<file path="src/hw/rtl/rgbhsv_pkg.sv">
// rgbhsv_pkg: widths, item types and the divider step shared by the rgb to hsv blocks
// no dependencies
`timescale 1ns / 1ps
`default_nettype none

package rgbhsv_pkg;

    localparam int HUE_FRAC_BITS  = 7;
    localparam int UNIT_FRAC_BITS = 12;

    localparam int PIX_W  = 8;
    localparam int HUE_W  = 16;
    localparam int UNIT_W = 13;
    // sector position before scaling by 60, 0 .. 6*chroma-1
    localparam int SECT_W = 11;
    // divisors are twice an 8 bit value
    localparam int DEN_W  = PIX_W + 1;

    localparam int HUE_Q_W  = 9 + HUE_FRAC_BITS;
    localparam int UNIT_Q_W = UNIT_FRAC_BITS + 1;
    localparam int DIV_STEPS = (HUE_Q_W > UNIT_Q_W) ? HUE_Q_W : UNIT_Q_W;
    localparam int NUM_W = DIV_STEPS + DEN_W;

    localparam int HUE_SECTOR_DEG = 60;
    localparam int HUE_LIMIT = 360 * (2 ** HUE_FRAC_BITS);
    localparam int HUE_MAX   = (2 ** HUE_W) - 1;
    localparam int PIX_FULL  = 255;

    // value is y + round(y/255) with y = max scaled up, round(y/255) = ((y+128)*257) >> 16
    localparam int VAL_ACC_W = 21;
    localparam int VAL_HALF  = 128;
    localparam int VAL_RECIP = 257;
    localparam int VAL_SHIFT = 16;

    localparam int QUEUE_DEPTH = 2;
    localparam int QPTR_W = $clog2(QUEUE_DEPTH);

    typedef logic [PIX_W-1:0] pix_t;

    typedef struct packed {
        logic [PIX_W-1:0]  maxv;
        logic [PIX_W-1:0]  chroma;
        logic [SECT_W-1:0] sect;
    } fe_item_t;

    typedef struct packed {
        logic [DEN_W-1:0]     rem;
        logic [DIV_STEPS-1:0] bits;
    } div_work_t;

    typedef struct packed {
        div_work_t         hue;
        div_work_t         sat;
        logic [UNIT_W-1:0] val;
        logic [DEN_W-1:0]  hue_den;
        logic [DEN_W-1:0]  sat_den;
        logic              hue_zero;
        logic              sat_zero;
    } stage_t;

    // one restoring step: shift in the next numerator bit, shift out a quotient bit
    function automatic div_work_t div_step(div_work_t w, logic [DEN_W-1:0] den);
        logic [DEN_W:0] trial;
        logic [DEN_W:0] diff;
        logic           ge;
        div_work_t      nw;
        trial = {w.rem, w.bits[DIV_STEPS-1]};
        diff  = trial - {1'b0, den};
        ge    = (trial >= {1'b0, den});
        nw.rem  = ge ? diff[DEN_W-1:0] : trial[DEN_W-1:0];
        nw.bits = {w.bits[DIV_STEPS-2:0], ge};
        return nw;
    endfunction

endpackage

`default_nettype wire

</file>
<file path="src/hw/rtl/rgbhsv_front.sv">
// rgbhsv_front: finds max, min and chroma of a pixel and its position within the hue circle
// depends on rgbhsv_pkg
`timescale 1ns / 1ps
`default_nettype none

module rgbhsv_front (
    input  rgbhsv_pkg::pix_t     red,
    input  rgbhsv_pkg::pix_t     green,
    input  rgbhsv_pkg::pix_t     blue,
    output rgbhsv_pkg::fe_item_t item
);
    import rgbhsv_pkg::*;

    logic              red_max;
    logic              green_max;
    logic [PIX_W-1:0]  maxv;
    logic [PIX_W-1:0]  minv;
    logic [PIX_W-1:0]  chroma;
    logic [SECT_W:0]   diff_gb;
    logic [SECT_W-1:0] sect;

    always_comb
    begin
        red_max   = (red >= green) && (red >= blue);
        green_max = !red_max && (green >= blue);
        maxv = red_max ? red : (green_max ? green : blue);
        minv = red;
        if (green < minv)
        begin
            minv = green;
        end
        if (blue < minv)
        begin
            minv = blue;
        end
        chroma  = maxv - minv;
        diff_gb = {{(SECT_W-PIX_W+1){1'b0}}, green} - {{(SECT_W-PIX_W+1){1'b0}}, blue};
        priority if (red_max)
        begin
            // negative offsets wrap once around the six sectors
            if (diff_gb[SECT_W])
            begin
                sect = diff_gb[SECT_W-1:0] + SECT_W'(6) * SECT_W'(chroma);
            end
            else
            begin
                sect = diff_gb[SECT_W-1:0];
            end
        end
        else if (green_max)
        begin
            sect = SECT_W'(2) * SECT_W'(chroma) + SECT_W'(blue) - SECT_W'(red);
        end
        else
        begin
            sect = SECT_W'(4) * SECT_W'(chroma) + SECT_W'(red) - SECT_W'(green);
        end
        item.maxv   = maxv;
        item.chroma = chroma;
        item.sect   = sect;
    end

endmodule

`default_nettype wire

</file>
<file path="src/hw/rtl/rgbhsv_queue.sv">
// rgbhsv_queue: short flop queue between classification and the divider pipeline
// depends on rgbhsv_pkg
`timescale 1ns / 1ps
`default_nettype none

module rgbhsv_queue (
    input  wire                   clk,
    input  wire                   rst_n,
    input  wire                   push_valid,
    output logic                  push_ready,
    input  rgbhsv_pkg::fe_item_t  push_item,
    output logic                  pop_valid,
    input  wire                   pop_ready,
    output rgbhsv_pkg::fe_item_t  pop_item
);
    import rgbhsv_pkg::*;

    fe_item_t          entry_reg [QUEUE_DEPTH];
    logic [QPTR_W-1:0] wr_ptr_reg;
    logic [QPTR_W-1:0] wr_ptr_next;
    logic [QPTR_W-1:0] rd_ptr_reg;
    logic [QPTR_W-1:0] rd_ptr_next;
    logic [QPTR_W:0]   count_reg;
    logic [QPTR_W:0]   count_next;
    logic              push;
    logic              pop;

    assign push_ready = (count_reg != (QPTR_W+1)'(QUEUE_DEPTH));
    assign pop_valid  = (count_reg != '0);
    assign pop_item   = entry_reg[rd_ptr_reg];
    assign push = push_valid && push_ready;
    assign pop  = pop_valid && pop_ready;

    always_comb
    begin
        wr_ptr_next = push ? wr_ptr_reg + 1'b1 : wr_ptr_reg;
        rd_ptr_next = pop ? rd_ptr_reg + 1'b1 : rd_ptr_reg;
        count_next  = count_reg + (QPTR_W+1)'(push) - (QPTR_W+1)'(pop);
    end

    always_ff @(posedge clk or negedge rst_n)
    begin
        if (!rst_n)
        begin
            wr_ptr_reg <= '0;
            rd_ptr_reg <= '0;
            count_reg  <= '0;
        end
        else
        begin
            wr_ptr_reg <= wr_ptr_next;
            rd_ptr_reg <= rd_ptr_next;
            count_reg  <= count_next;
        end
    end

    always_ff @(posedge clk)
    begin
        if (push)
        begin
            entry_reg[wr_ptr_reg] <= push_item;
        end
    end

endmodule

`default_nettype wire

</file>
<file path="src/hw/rtl/rgbhsv_back.sv">
// rgbhsv_back: pipelined restoring dividers for hue and saturation, one quotient bit a stage,
// with value formed up front by a reciprocal multiply; depends on rgbhsv_pkg
`timescale 1ns / 1ps
`default_nettype none

module rgbhsv_back (
    input  wire                  clk,
    input  wire                  rst_n,
    input  wire                  in_valid,
    output logic                 in_ready,
    input  rgbhsv_pkg::fe_item_t item,
    output logic                 out_valid,
    input  wire                  out_ready,
    output logic [rgbhsv_pkg::HUE_W-1:0]  hue,
    output logic [rgbhsv_pkg::UNIT_W-1:0] saturation,
    output logic [rgbhsv_pkg::UNIT_W-1:0] brightness
);
    import rgbhsv_pkg::*;

    stage_t               stage_reg  [DIV_STEPS+1];
    stage_t               stage_next [DIV_STEPS+1];
    logic [DIV_STEPS:0]   valid_reg;
    logic [DIV_STEPS:0]   valid_next;
    logic                 adv;
    logic [NUM_W-1:0]     hue_num;
    logic [NUM_W-1:0]     sat_num;
    logic [UNIT_W-1:0]    val_base;
    logic [VAL_ACC_W-1:0] val_acc;

    // whole pipeline moves together, stalls only when the last beat is held
    assign adv       = !valid_reg[DIV_STEPS] || out_ready;
    assign in_ready  = adv;
    assign out_valid = valid_reg[DIV_STEPS];

    always_comb
    begin
        // numerators are doubled and offset by the divisor to round half up
        hue_num = ((NUM_W'(item.sect) * NUM_W'(HUE_SECTOR_DEG)) << (HUE_FRAC_BITS + 1))
                  + NUM_W'(item.chroma);
        sat_num = (NUM_W'(item.chroma) << (UNIT_FRAC_BITS + 1)) + NUM_W'(item.maxv);

        // max/255 scaled is y*256/255 with y = max scaled by 2^(frac-8)
        val_base = UNIT_W'(item.maxv) << (UNIT_FRAC_BITS - PIX_W);
        val_acc  = (VAL_ACC_W'(val_base) + VAL_ACC_W'(VAL_HALF)) * VAL_ACC_W'(VAL_RECIP);

        stage_next[0].hue.rem  = hue_num[NUM_W-1:DIV_STEPS];
        stage_next[0].hue.bits = hue_num[DIV_STEPS-1:0];
        stage_next[0].sat.rem  = sat_num[NUM_W-1:DIV_STEPS];
        stage_next[0].sat.bits = sat_num[DIV_STEPS-1:0];
        stage_next[0].val      = val_base + UNIT_W'(val_acc[VAL_ACC_W-1:VAL_SHIFT]);
        stage_next[0].hue_den  = {item.chroma, 1'b0};
        stage_next[0].sat_den  = {item.maxv, 1'b0};
        stage_next[0].hue_zero = (item.chroma == '0);
        stage_next[0].sat_zero = (item.maxv == '0);

        for (int k = 1; k <= DIV_STEPS; k++)
        begin
            stage_next[k]     = stage_reg[k-1];
            stage_next[k].hue = div_step(stage_reg[k-1].hue, stage_reg[k-1].hue_den);
            stage_next[k].sat = div_step(stage_reg[k-1].sat, stage_reg[k-1].sat_den);
        end
        valid_next = {valid_reg[DIV_STEPS-1:0], in_valid};
    end

    always_ff @(posedge clk or negedge rst_n)
    begin
        if (!rst_n)
        begin
            valid_reg <= '0;
        end
        else if (adv)
        begin
            valid_reg <= valid_next;
        end
    end

    always_ff @(posedge clk)
    begin
        if (adv)
        begin
            for (int k = 0; k <= DIV_STEPS; k++)
            begin
                stage_reg[k] <= stage_next[k];
            end
        end
    end

    assign hue        = stage_reg[DIV_STEPS].hue_zero ? '0
                        : HUE_W'(stage_reg[DIV_STEPS].hue.bits);
    assign saturation = stage_reg[DIV_STEPS].sat_zero ? '0
                        : UNIT_W'(stage_reg[DIV_STEPS].sat.bits);
    assign brightness = stage_reg[DIV_STEPS].val;

endmodule

`default_nettype wire

</file>
<file path="src/hw/rtl/rgb_to_hsv_convert.sv">
// rgb_to_hsv_convert: top level, 8 bit rgb pixel in, fixed point hue, saturation and value out
// depends on rgbhsv_pkg, rgbhsv_front, rgbhsv_queue, rgbhsv_back
`timescale 1ns / 1ps
`default_nettype none

// Takes one pixel per clock and returns one hsv beat per pixel, in order. Hue is in degrees
// with HUE_FRAC_BITS fraction bits, saturation and brightness are 1.12 fixed point, all rounded
// to nearest. A pixel is classified as it is accepted and parked in a two-entry queue; hue and
// saturation are then formed by a restoring divider pipeline that resolves one quotient bit
// per stage, DIV_STEPS stages (16 at the default widths), while brightness comes from a
// reciprocal multiply and rides along. The throughput is one pixel every cycle as long as the
// output side keeps taking beats.
module rgb_to_hsv_convert (
    input  wire                           clk,
    input  wire                           rst_n,
    input  wire                           in_valid,
    output logic                          in_ready,
    input  wire  [rgbhsv_pkg::PIX_W-1:0]  red,
    input  wire  [rgbhsv_pkg::PIX_W-1:0]  green,
    input  wire  [rgbhsv_pkg::PIX_W-1:0]  blue,
    output logic                          out_valid,
    input  wire                           out_ready,
    output logic [rgbhsv_pkg::HUE_W-1:0]  hue,
    output logic [rgbhsv_pkg::UNIT_W-1:0] saturation,
    output logic [rgbhsv_pkg::UNIT_W-1:0] brightness
);
    import rgbhsv_pkg::*;

    fe_item_t fe_item;
    fe_item_t q_item;
    logic     q_valid;
    logic     q_ready;

    rgbhsv_front u_front (
        .red   (red),
        .green (green),
        .blue  (blue),
        .item  (fe_item)
    );

    rgbhsv_queue u_queue (
        .clk        (clk),
        .rst_n      (rst_n),
        .push_valid (in_valid),
        .push_ready (in_ready),
        .push_item  (fe_item),
        .pop_valid  (q_valid),
        .pop_ready  (q_ready),
        .pop_item   (q_item)
    );

    rgbhsv_back u_back (
        .clk        (clk),
        .rst_n      (rst_n),
        .in_valid   (q_valid),
        .in_ready   (q_ready),
        .item       (q_item),
        .out_valid  (out_valid),
        .out_ready  (out_ready),
        .hue        (hue),
        .saturation (saturation),
        .brightness (brightness)
    );

    // hue stays below a full turn
    assert property (@(posedge clk) disable iff (!rst_n)
        out_valid |-> (HUE_LIMIT > HUE_MAX) || (32'(hue) < HUE_LIMIT))
        else $error("hue beyond 360 degrees");

    // a black pixel has no saturation and no hue
    assert property (@(posedge clk) disable iff (!rst_n)
        (out_valid && (brightness == '0)) |-> ((saturation == '0) && (hue == '0)))
        else $error("black pixel with nonzero hue or saturation");

    // a gray pixel has no hue
    assert property (@(posedge clk) disable iff (!rst_n)
        (out_valid && (saturation == '0)) |-> (hue == '0))
        else $error("achromatic pixel with nonzero hue");

endmodule

`default_nettype wire

</file>
<file path="config.mk">
export PLATFORM = sky130hd
export DESIGN_NAME = rgb_to_hsv_convert
export DESIGN_NICKNAME = d
export VERILOG_FILES = /design/src/hw/rtl/rgbhsv_pkg.sv /design/src/hw/rtl/rgbhsv_front.sv /design/src/hw/rtl/rgbhsv_queue.sv /design/src/hw/rtl/rgbhsv_back.sv /design/src/hw/rtl/rgb_to_hsv_convert.sv
export SDC_FILE = /design/constraint.sdc
export NUM_CORES = 2
export LEC_CHECK = 0
export ABC_AREA = 1
export BUFFER_PORTS_ARGS = -buffer_cell sky130_fd_sc_hd__buf_2
export CAP_MARGIN = 20
export CORE_MARGIN = 2
export CORE_UTILIZATION = 41
export DETAILED_ROUTE_END_ITERATION = 8
export HOLD_SLACK_MARGIN = 0.02
export PLACE_DENSITY = 0.66
export SYNTH_ARGS = -nofsm -noshare
export SYNTH_HDL_FRONTEND = slang
export SYNTH_SLANG_ARGS = --single-unit
</file>
<file path="constraint.sdc">
create_clock -name clk -period 40.4 [get_ports clk]
set_input_delay 4.04 -clock clk [delete_from_list [all_inputs] [get_ports clk]]
set_output_delay 4.04 -clock clk [all_outputs]
set_load 0.005 [all_outputs]
</file>
Word-level counts from Yosys, hierarchy flattened
Memory sizes are Yosys's and may differ from the RTL's.
Cells that the tools add are included.
{"block": "word_totals", "regBits": 21, "ram_bits": 1465, "in_bits": 28, "output_inout_bits": 44, "n_memories": 2}
{"memory": "u_back.stage_reg", "words": 17, "width": 83, "rd": 17, "rd_ports_with_merged_regs": 0, "wr": 17, "line_no": "rgbhsv_back.sv:20", "text": "stage_t stage_reg [DIV_STEPS+1];"}
{"memory": "u_queue.entry_reg", "words": 2, "width": 27, "rd": 1, "rd_ports_with_merged_regs": 0, "wr": 1, "line_no": "rgbhsv_queue.sv:18", "text": "fe_item_t entry_reg [QUEUE_DEPTH];"}
{"block": "classes", "addsub": 47, "multipliers": 3, "magnitude_cmp": 37, "n_eq_ne": 1, "mux": 45, "reduce_logical": 10}
{"cell": "greater-or-equal comparator 10 x 9 -> 1 bit", "n": 32}
{"cell": "two-way mux 9 bit", "n": 32}
{"cell": "subtractor 9 bit", "n": 32}
{"cell": "two-way mux 11 bit", "n": 3}
{"cell": "two-way mux 8 bit", "n": 4}
{"cell": "adder 25 x 8 -> 25 bit", "n": 1}
{"cell": "greater-or-equal comparator 8 bit", "n": 3}
{"cell": "adder 21 x 8 -> 22 bit", "n": 1}
{"cell": "subtractor 11 x 8 -> 11 bit", "n": 2}
{"cell": "multiplier 21 x 9 -> 21 bit (second input constant)", "n": 1}
{"cell": "zero test 8 bit", "n": 2}
{"cell": "less-than comparator 8 bit", "n": 2}
{"cell": "two-way mux 16 bit", "n": 1}
{"cell": "multiplier 11 x 4 -> 15 bit (second input constant)", "n": 1}
{"cell": "adder 12 x 5 -> 13 bit", "n": 1}
{"cell": "adder 12 x 8 -> 13 bit (second input constant)", "n": 1}
{"cell": "two-way mux 13 bit", "n": 1}
{"cell": "adder 10 x 8 -> 11 bit", "n": 1}
{"cell": "adder 11 bit", "n": 1}
{"cell": "adder 9 x 8 -> 10 bit", "n": 1}
{"cell": "multiplier 2 x 8 -> 10 bit (first input constant)", "n": 1}
{"cell": "subtractor 8 x 8 -> 9 bit", "n": 1}
{"cell": "subtractor 8 bit", "n": 1}
{"cell": "logical AND 1 bit", "n": 4}
{"cell": "other kinds (8)", "n": 13}

Longest topological paths before layout
{"block": "depth", "depth_word": 11, "ltp_mapped": 49}

By module
Synthesis repeated with hierarchy kept, for this count alone.
{"block": "hier_totals", "hier_cells": 5335, "area_unflattened_um2": 55792.3}
{"module": "rgbhsv_back", "n_inst": 1, "cells_each": 4605, "area_each_um2": 49901.6}
{"module": "rgbhsv_front", "n_inst": 1, "cells_each": 558, "area_each_um2": 3688.5}
{"module": "rgbhsv_queue", "n_inst": 1, "cells_each": 172, "area_each_um2": 2202.1}

Worst setup path before layout
Ideal clock, no wire load.
{"block": "synth_path", "path_type": "input to register", "startpoint": "input out_ready", "endpoint": "memory u_back.stage_reg[0][0] (netlist bit), enable pin", "setup_time_ns": 1.772, "arrival_time_ns": 31.703, "t_required_ns": 38.628, "slack_ns": 6.925, "path_stages": 3, "path_buffers": 1, "path_cell_list": "nor2_1 > inv_1 > clkbuf_1"}
{"element": "start: declaration", "line_no": "rgb_to_hsv_convert.sv:22", "text": "input wire out_ready,"}
{"element": "end: declaration", "line_no": "rgbhsv_back.sv:20"}

==> flow_metrics.env <==
export IMPL_start_kind="primary input"
export IMPL_wire_per_inst_microns=13.8
export IMPL_hold_ws_ns=0.403
export IMPL_grt_pass1_wl_microns=135000
export IMPL_critPathTopFamily="adder cells"
export IMPL_path_class="in2reg"
export IMPL_antenna_found_initial=0
export IMPL_placed_cell_area_sq_mm=0.0526
export IMPL_area_growth_pct=11.5
export IMPL_synth_ff_type="edfxtp_1"
export IMPL_top_layer_used="met4"
export IMPL_numCtsBuffers=108
export IMPL_drv_cap=0
export IMPL_netlist_area_leader_share_pct=63.7
export IMPL_synth_area_leaders="edfxtp_1 (64%), ha_1 (8.8%), inv_1 (4.0%)"
export IMPL_first_global_vias=28700
export IMPL_syn_area_sq_mm=0.0504
export IMPL_yosysSeqAreaShare_pct=64.7
export IMPL_path_clk_slew_ns=0.06
export IMPL_cts_resized_gates=0
export IMPL_async_reset_ff_share_pct=1.93
export IMPL_insertion_delay_ns=0.69
export IMPL_rows=128
export IMPL_track_usage_pct=13.0
export IMPL_overflow=0
export IMPL_max_stage_delay_ns=0.64
export IMPL_dieArea_sq_mm=0.126
export IMPL_worstMarginPinSlew_ns=1.02
export IMPL_synthCells=4023
export IMPL_hold_path_class="reg2reg"
export IMPL_period_share_pct=25.2
export IMPL_worst_path_buf_inv=7
export IMPL_postLayoutCellArea_sq_mm=0.0562
export IMPL_slowest_stage="xor2_1"
export IMPL_synthesis_nets=4467
export IMPL_ctsHtreeMaxLevel=3
export IMPL_viasPerCell=4.79
export IMPL_vias=28100
export IMPL_fin_util_pct=46.1
export IMPL_holdBufCountCts=0
export IMPL_ant_nets=0
export IMPL_synth_area_per_cell_sq_um=12.5
export IMPL_crit_arrival_ns=10.62
export IMPL_drtIter0Drc=1614
export IMPL_coreArea_sq_mm=0.122
export IMPL_dr_wl_met3_microns=2550
export IMPL_period_needed_ns=10.19
export IMPL_hold_viol=0
export IMPL_end_kind="register"
export IMPL_yosysTopAreaCell="edfxtp_1"
export IMPL_gp_congestion=0.865
export IMPL_crit_required_ns=40.83
export IMPL_ios=72
export IMPL_max_freq_mhz=98.1
export IMPL_cts_root_buf="clkbuf_16"
export IMPL_fin_skew_ns=0.0281
export IMPL_met2_length_microns=42400
export IMPL_critical_path_peak_fanout=16
export IMPL_grt_max_degree=186
export IMPL_wirelength_microns=80800
export IMPL_synth_edf_count=1068
export IMPL_drive_gt1_share_pct=6.91
export IMPL_diodes=0
export IMPL_synth_distinct_cells=54
export IMPL_met1_length_microns=33500
export IMPL_cts_tree="built"
export IMPL_relSlewSlack_pct=32.2
export IMPL_tns_ns=0
export IMPL_final_setup_viol_count=0
export IMPL_largest_reg_flops=1014
export IMPL_cts_num_sinks=1089
export IMPL_dieWidth_microns=355
export IMPL_port_buffers=71
export IMPL_clock_path_buffers=3
export IMPL_drcViolationCount=0
export IMPL_outcome="finished clean"
export IMPL_dieHeight_microns=355
export IMPL_firstDrtPassIters=5
export IMPL_slew_viol_final=0
export IMPL_start_util_pct=41.3
export IMPL_grt_setup_unrepaired="no"
export IMPL_hpwl_microns=56700
export IMPL_synth_seq_cells=1089
export IMPL_finalNetCount=4605
export IMPL_cts_setup_buffers=0
export IMPL_yosysWarnings=0
-- synth_stat cells (12+ instances only) --
cell	count
a211oi_1	25
a21oi_1	379
buf_4	13
clkbuf_1	39
dfrtp_1	21
edfxtp_1	1068
fa_1	62
ha_1	354
inv_1	542
nand2_1	471
nand3_1	71
nand4_1	12
nor2_1	393
nor3_1	15
nor4_1	23
o211ai_1	31
o21ai_0	138
o21ai_1	36
or2_2	13
xnor2_1	73
xor2_1	147
-- worst paths after layout --
kind	endpoint	startpoint	depth (start not counted)	slack [ns]
worst max-delay path	u_queue.entry_reg[1][10]$_DFFE_PP_	red[7]	39	30.21
worst min-delay path	u_back.stage_reg[0][1146]$_DFFE_PN_	u_back.stage_reg[0][1062]$_DFFE_PN_	0	0.40
worst max register to register	u_back.stage_reg[0][1172]$_DFFE_PN_	u_back.valid_reg[16]$_DFFE_PN0N_	9	34.44
worst min register to register	u_back.stage_reg[0][1146]$_DFFE_PN_	u_back.stage_reg[0][1062]$_DFFE_PN_	0	0.40
max in group asynchronous	u_queue.rd_ptr_reg$_DFFE_PN0P_	rst_n	1	36.79
min in group asynchronous	u_queue.count_reg[1]$_DFF_PN0_	rst_n	1	3.30
-- worst reg2reg max path, stage by stage, from the launching register on --
cell     delay (ns)
dfrtp_1        0.37
inv_1          0.05
nor2_1         0.03
buf_4          0.19
inv_8          0.57
buf_4          0.94
buf_4          0.94
buf_4          0.76
buf_4          0.85
buf_4          0.80
-- cell type report --
class	count	area, sq um
clock buffers	128	2840
clock inverters	64	707
fillers	10700	65700
inverters	547	2060
multi-input cells	2326	15400
flip-flops and latches	1089	32600
well taps	1625	2030
repair buffers	89	503
-- metrics by stage --
stage               instances  setup WS [ns]
floorplan                4023           6.92
global placement         5676          29.69
detailed placement       5676          29.55
CTS                      5868          30.30
global route             5868          29.53
finish                   5868          30.21
-- cells by family after synthesis --
family	share of synthesized area, %
compound gates	7.10
flops	64.7
xor+xnor	3.86
mux	0.0224
buf+inv	4.65
simple gates	8.40
fa+ha+maj	11.3
-- cells in the final DEF, fill, tap and decap left out, types with 25 or more instances in the layout --
cell type / count
a211oi_1: 25
a21oi_1: 379
buf_2: 71
clkbuf_16: 111
edfxtp_1: 1068
fa_1: 62
ha_1: 354
inv_1: 541
nand2_1: 471
nand3_1: 71
nor2_1: 391
o211ai_1: 31
o21ai_0: 138
o21ai_1: 36
xnor2_1: 73
xor2_1: 147
-- per-layer routing --
layer	vias to the layer above	track usage [%]
li1	14300	-
met1	13300	14.8
met2	399	24.3
met3	164	1.90
met4	0	5.13
met5	-	0
Power is left out: the tool's default activity adds up to more than one toggle a clock period on the data nets, which glitch-free logic cannot reach.
